<file path="src/sv/rsdp_day_ram.sv">
// rsdp_day_ram: per-day value store, one write port and one registered read port.
// Standalone; no package use.
module rsdp_day_ram #(
	parameter int DEPTH = 32,
	parameter int AW    = 5,
	parameter int DW    = 16
) (
	input  logic          clk,
	input  logic          we,
	input  logic [AW-1:0] waddr,
	input  logic [DW-1:0] wdata,
	input  logic [AW-1:0] raddr,
	output logic [DW-1:0] rdata
);

	logic [DW-1:0] mem_q [DEPTH];

	always_ff @(posedge clk) begin
		if (we) begin
			mem_q[waddr] <= wdata;
		end
		rdata <= mem_q[raddr];
	end

endmodule

</file>
<file path="config.mk">
export PLATFORM = sky130hd
export DESIGN_NAME = rsdp_day_ram
export DESIGN_NICKNAME = d
export VERILOG_FILES = /design/src/sv/rsdp_day_ram.sv
export SDC_FILE = /design/constraint.sdc
export NUM_CORES = 1
export LEC_CHECK = 0
export BUFFER_PORTS_ARGS = -buffer_cell sky130_fd_sc_hd__buf_2
export CELL_PAD_IN_SITES_DETAIL_PLACEMENT = 1
export CELL_PAD_IN_SITES_GLOBAL_PLACEMENT = 2
export CORE_MARGIN = 1
export CORE_UTILIZATION = 52
export CTS_CLUSTER_DIAMETER = 150
export CTS_CLUSTER_SIZE = 28
export DETAILED_ROUTE_END_ITERATION = 7
export PLACE_DENSITY = 0.93
export SYNTH_ARGS = -nofsm -noshare
export SYNTH_HDL_FRONTEND = slang
export SYNTH_SLANG_ARGS = --single-unit
</file>
<file path="constraint.sdc">
create_clock -name clk -period 4.25 [get_ports clk]
set_clock_uncertainty 0.1 [all_clocks]
set_input_delay 0.85 -clock clk [delete_from_list [all_inputs] [get_ports clk]]
set_output_delay 0.85 -clock clk [all_outputs]
set_load 0.01 [all_outputs]
</file>
Word-level counts from Yosys, hierarchy flattened
Memories as Yosys holds them, arrays and structs flattened. A register that Yosys moved wholly into a read port is not among the register bits.
Index checks and enable logic that the tools add are counted.
{"block": "totals", "ramBits": 512, "regBits": 0, "mem_count": 1, "inputBits": 28}
{"memory": "mem_q", "words": 32, "word_bits": 16, "rd": 1, "rd_ports_with_merged_regs": 1, "write_ports": 1, "line": "16", "rtl": "logic [DW-1:0] mem_q [DEPTH];"}
{"block": "classes", "mux": 2}
{"op": "1-bit 2-to-1 mux", "count": 2}

Depth between registers and ports, before layout
Gate-level depths: netlist of run 1.
{"block": "logic_depth", "ltp_word": 2, "depth_mapped": 8, "depth_no_buf": 5}

Worst setup path before layout of run 1
Ideal clock, no wire load.
{"block": "synth_timing", "path_kind": "input to register", "from": "input waddr[1]", "to": "memory mem_q[12][0], enable pin", "arrival_time_ns": 2.202, "t_required_ns": 3.762, "setup_slack_ns": 1.560, "path_buffers": 1, "stages": 3, "cell_sequence": "or3b_2 > clkbuf_1 > nor2_1"}
{"item": "start, declared", "line": "10", "rtl": "input logic [AW-1:0] waddr,"}
{"item": "end, declared", "line": "16"}
No word-level cell before the write port.

==> metrics.md, run 1 <==
| Metric | Value |
|---|---|
| Syn nets | 1171 |
| Clock H-tree levels | 1 |
| Leakage Power | 7.53 nW |
| Setup CP Type | in -> reg |
| Top cells by area, synth | edfxtp_1 (75%), mux2i_1 (12%), a22oi_1 (2.3%) |
| Core Box Area | 0.0388 sq mm |
| Period utilisation layout | 0.656 |
| Final setup viols | 0 |
| Synthesized area | 0.0205 sq mm |
| Buffers and inverters on the worst path | 3 |
| Vias in the first global route | 11.3k |
| Row Count | 72 |
| Avg Synthesized Cell Area | 18.0 sq um |
| Outcome | finished, final reports clean |
| Total negative slack | 0 ps |
| Worst Tran Pin Value | 1130 ps |
| Clk sink count | 528 |
| Register area share after synthesis | 0.764 |
| Flop and latch count out of synthesis | 528 |
| Drt drc | 0 |
| Max Fclk | 0.358 GHz |
| Die Y | 201 um |
| # hold bufs at CTS | 0 |
| Drt initial violations | 1224 |
| Num CTS Buffers | 22 |
| Number of port buffers | 43 |
| Syn Inst Count | 1143 |
| Crit Path Max Fanout | 48 |
| GPL Wtd Cong | 0.833 |
| Worst hold path class | reg -> reg |
| Worst path max stage delay | 490 ps |
| Synth warnings | 0 |
| Hpwl dp | 32.5 mm |
| Final ANT Viol Nets | 0 |
| Yosys cell types | 26 |
| Share of the synthesized area in the top cell type | 0.749 |
| CP Capture Type | flop |
| Vias post-DR | 10.9k |
| RSZ-0062 raised after global routing | false |
| Root Buffer | clkbuf_16 |
| Tot Pwr | 0.00900 W |
| Delay-heaviest family, CP | buffers and inverters |
| Peak supply drop | 0.000331 V |
| Final Hold Viols | 0 |
| # IOs | 44 |
| Fin nets | 1216 |
| CTS max path bufs | 3 |
| Largest net degree at the start of global routing | 93 |
| Worst EP arrival | 3100 ps |
| Cell Chain, Critical Path | buf_8 > buf_12 > buf_4 > mux2i_1 > a21oi_1 > a31oi_1 > nand3_1 |
| P&R area growth vs syn | 6.79% |
| Vias per cell | 6.31 |
| CP Data Required Time | 4560 ps |
| Clock transition at the registers of the reported paths | 110 ps |
| Routed WL | 52.2 mm |
| Die W | 201 um |
| Slew Limit Headroom | 0.248 |
| Slowest CP cell | buf_4 |
| Initial antenna violation count | 4 |
| Max_cap viols | 0 |
| Initial Util | 0.529 |
| Pwr dens | 410 mW/mm^2 |
| Most frequent cells in the layout | edfxtp_1 (512), mux2i_1 (256), a22oi_1 (64) |
| Min Tclk post-route | 2790 ps |
| Pins Over Slew Limit | 0 |
| Setup bufs post-CTS | 0 |
| Post_cts resized | 0 |
| Area leader, netlist | edfxtp_1 |
| Total grt overflow | 0 |
| Share of cells above drive strength 1 | 0.104 |
| Layout fillers | 3443 |
| CTS tree | done |
| DP Area | 0.0213 sq mm |
| Avg WL per Cell | 30.3 um |
| First drt pass iteration count | 5 |
| Worst skew pair latency | 570 ps |
| First-pass GRT wire length | 76.8 mm |
| All-layer global routing usage | 0.261 |
| Commonest non-fill, non-tap cell in the layout | edfxtp_1 |
| Die area | 0.0403 sq mm |
| Design Area, Final | 0.0219 sq mm |
| Setup crit start kind | input port |
## stage by stage
step | util | instances | hold slack [ps] | setup slack, ps
floorplan | - | 1143 | 453 | 1560
global placement | 0.548 | 1682 | 488 | 957
detailed placement | 0.548 | 1682 | 520 | 906
CTS | 0.565 | 1722 | 550 | 1510
global route | 0.565 | 1723 | 594 | 1360
finish | 0.565 | 1723 | 548 | 1460
## registers in the layout, summed over array words and instances, names as in the netlist
register and flops:
mem_q 512, rdata 16
## worst paths after layout
check / from / endpoint / slack (ps) / depth (start not counted)
max: raddr[0] / rdata[1] / 1460 / 7
min reg2reg: mem_q[16][11] / rdata[11] / 550 / 4
max reg2reg: mem_q[1][1] / rdata[1] / 2620 / 5
min: mem_q[16][11] / rdata[11] / 550 / 4
## worst min-delay path, stage by stage (launching register included)
cell and delay, ps:
edfxtp_1 340, mux2i_1 60, nand2_1 80, a31oi_1 80, nand3_1 70
## final cells by class
class                           instances  area, sq um  area share
Multi-Input combinational cell        548         4330       0.198
Clock buffer                           39          636      0.0290
Clock inverter                          1         30.0     0.00137
Sequential cell                       528        15700       0.716
Tap cell                              518          648      0.0296
Antenna cell                            1         2.50    0.000114
Timing Repair Buffer                   88          588      0.0268
## cells in the mapped netlist
| library cell | instances |
|---|---|
| nand2b_1 | 2 |
| dfxtp_1 | 16 |
| nor2_1 | 33 |
| a22o_1 | 32 |
| buf_12 | 5 |
| nand3_1 | 34 |
| edfxtp_1 | 512 |
| nor3_1 | 16 |
| a31oi_1 | 16 |
| buf_6 | 6 |
| nand3b_1 | 5 |
| nor2b_1 | 2 |
| nand4_1 | 16 |
| or3_1 | 1 |
| or3b_2 | 3 |
| a21oi_1 | 32 |
| nor2_4 | 1 |
| buf_2 | 19 |
| or2_1 | 1 |
| mux2i_1 | 256 |
| buf_8 | 6 |
| buf_4 | 19 |
| and2_1 | 1 |
| clkbuf_1 | 12 |
| a22oi_1 | 64 |
| nand2_1 | 33 |
## metal layers
metal / vias up / track usage / wire, um
met4: 6 / 0.0564 / 1100
met1: 5747 / 0.367 / 21600
met3: 68 / 0.0305 / 3630
met2: 438 / 0.441 / 25800
met5: - / 0 / 37
li1: 4621 / - / -
## cell families after synthesis
logic type      share of synthesized area
compound gates                     0.0497
simple gates                       0.0349
mux                                 0.125
buf+inv                            0.0263
flops                               0.764
## power by group
part	internal, W	total (W)	switching [W]	leakage, nW
logic	0.000178	0.000579	0.000401	2.47
clock network	0.00109	0.00260	0.00150	0.316
registers	0.00578	0.00582	0.0000397	4.75
total	0.00705	0.00900	0.00194	7.53
No activity file was read; power rests on OpenSTA's default activity.
==> run 2, diff against run 1 <==
ABC_AREA = 1   (was not set)
CORE_UTILIZATION = 39   (was 52)
PLACE_DENSITY = 0.84   (was 0.93)
clock period = 2.3 ns   (was 4.25 ns; I/O delays follow)
==> metrics.md, run 2 <==
| Metric | Value |
|---|---|
| Outcome | finished, final reports clean |
| GPL Wtd Cong | 0.794 |
| P&R area growth vs syn | 9.86% |
| Clock H-tree levels | 1 |
| RSZ-0062 raised after global routing | false |
| Vias post-DR | 13.9k |
| # IOs | 44 |
| Slowest CP cell | dfxtp_1 |
| Max_cap viols | 0 |
| Pins Over Slew Limit | 0 |
| Register area share after synthesis | 0.737 |
| Share of cells above drive strength 1 | 0.0972 |
| Pwr dens | 725 mW/mm^2 |
| Clock transition at the registers of the reported paths | 110 ps |
| Initial antenna violation count | 1 |
| Total grt overflow | 0 |
| Worst hold path class | in -> reg |
| Routed WL | 60.1 mm |
| Buffers and inverters on the worst path | 1 |
| Leakage Power | 8.50 nW |
| Area leader, netlist | edfxtp_1 |
| Die W | 236 um |
| Worst Tran Pin Value | 836 ps |
| Clk pwr share | 0.285 |
| Die area | 0.0556 sq mm |
| Most frequent cells in the layout | nand2_1 (720), edfxtp_1 (512), nand3_1 (396) |
| Worst EP arrival | 1220 ps |
| Setup CP Type | reg -> out |
| Setup crit start kind | flop |
| Die Y | 236 um |
| CTS tree | done |
| Root Buffer | clkbuf_16 |
| Commonest non-fill, non-tap cell in the layout | nand2_1 |
| Row Count | 85 |
| Internal power | 0.0130 W |
| Crit Path Max Fanout | 1 |
| Synthesized area | 0.0213 sq mm |
| Final setup viols | 0 |
| Largest Register | mem_q |
| Hpwl dp | 35.7 mm |
| Commonest cells post-synth | nand2_1 (720), edfxtp_1 (512), nand3_1 (396) |
| Peak supply drop | 0.000763 V |
| Final ANT Viol Nets | 0 |
| CP Capture Type | output port |
| Combinational power share | 0.082 |
| Reg power frac | 0.632 |
| Avg WL per Cell | 23.5 um |
| Number of port buffers | 43 |
| Top-count cell post-synth | nand2_1 |
| Async S/R FF share, synth | 0 |
| Flop and latch count out of synthesis | 528 |
| Switch share | 0.231 |
| Synth warnings | 0 |
| Worst skew pair latency | 590 ps |
| Avg Synthesized Cell Area | 11.9 sq um |
| Max Fclk | 0.560 GHz |
| Largest register FFs | 512 |
| Syn Inst Count | 1794 |
| Top FF cell, synth | edfxtp_1 |
| Period utilisation layout | 0.776 |
| Syn nets | 1822 |
| Core Box Area | 0.0539 sq mm |
| # hold bufs at CTS | 0 |
| Post_cts resized | 0 |
| Largest registers | mem_q x512, rdata x16 |
| Clk sink count | 528 |
| CP Data Required Time | 1740 ps |
| CTS max path bufs | 3 |
| All-layer global routing usage | 0.215 |
| Fin nets | 1870 |
| Net Switching | 0.00392 W |
| Share of the synthesized area in the top cell type | 0.722 |
| Top cells by area, synth | edfxtp_1 (72%), nand2_1 (13%), nand3_1 (9.3%) |
| Total negative slack | 0 ps |
| Setup bufs post-CTS | 0 |
| Drt drc | 0 |
| Cell Chain, Critical Path | buf_2 |
| Delay-heaviest family, CP | flip-flops |
| Vias in the first global route | 14.4k |
| Yosys cell types | 15 |
| Post-synth EDFFs | 512 |
| Final Hold Viols | 0 |
| First drt pass iteration count | 7 |
| Drt initial violations | 1212 |
| Worst path max stage delay | 460 ps |
| Final core utilization | 0.434 |
| Initial Util | 0.395 |
| First-pass GRT wire length | 89.7 mm |
| Num CTS Buffers | 22 |
| Slew Limit Headroom | 0.442 |
| Min Tclk post-route | 1780 ps |
| Vias per cell | 5.44 |
| Largest net degree at the start of global routing | 99 |
run 2: cell count changes after synthesis, moves of 14 or more:
cell	previous run	this run
a21oi_1	32	0
a22o_1	32	0
a22oi_1	64	0
a31oi_1	16	0
buf_2	19	33
buf_6	6	24
mux2i_1	256	0
nand2_1	33	720
nand3_1	34	396
nand4_1	16	0
nor3_1	16	0
run 2: area by class of cell:
cell class / instances / area [sq um]
clock inverter: 1 / 30.0
multi-input combinational: 1148 / 4860
tap: 696 / 871
sequential: 528 / 15700
inverter: 10 / 47.5
fill: 5708 / 30500
clock buffer: 32 / 609
timing repair buffer: 132 / 1280
antenna: 4 / 10.0
run 2: logic make-up after synthesis:
| kind of cell | count (synthesis) | share of synthesized area |
|---|---|---|
| buffers and inverters | 118 | 0.0377 |
| DFF | 528 | 0.737 |
| and+or+nand+nor | 1148 | 0.226 |
run 2: per-layer routing:
layer	wire length (um)	track usage	part of all wire
met1	26500	0.292	0.44
met2	30100	0.377	0.50
met3	2330	0.0193	0.039
met4	1120	0.0438	0.019
met5	13	0	0.00022
run 2: final timing paths:
kind / from / to / slack [ps] / depth (start not counted)
setup / recovery: rdata[6] / rdata[6] / 520 / 1
hold / removal: raddr[4] / rdata[0] / 180 / 3
setup reg to reg: mem_q[21][5] / rdata[5] / 880 / 8
hold reg to reg: mem_q[12][13] / rdata[13] / 680 / 8
run 2: power by group through the flow:
stage	clock (W)	sequential [W]	combinational, W
global placement	0	0.0109	0.00136
floorplan	0	0.0109	0.000743
finish	0.00484	0.0107	0.00139
CTS	0.00493	0.0107	0.00141
global route	0.00517	0.0107	0.00152
detailed placement	0	0.0110	0.00140
run 2: stage by stage:
stage                     cell area [sq um]  setup WS (ps)  hold WS, ps  total power [W]  cells
after floorplan                       21300            357          459           0.0117   1794
after global placement                22800            169          635           0.0123   2514
after detailed placement              22800            139          661           0.0124   2514
after CTS                             23400            512          169           0.0171   2547
after global routing                  23400            493          194           0.0174   2547
final                                 23400            515          182           0.0170   2551
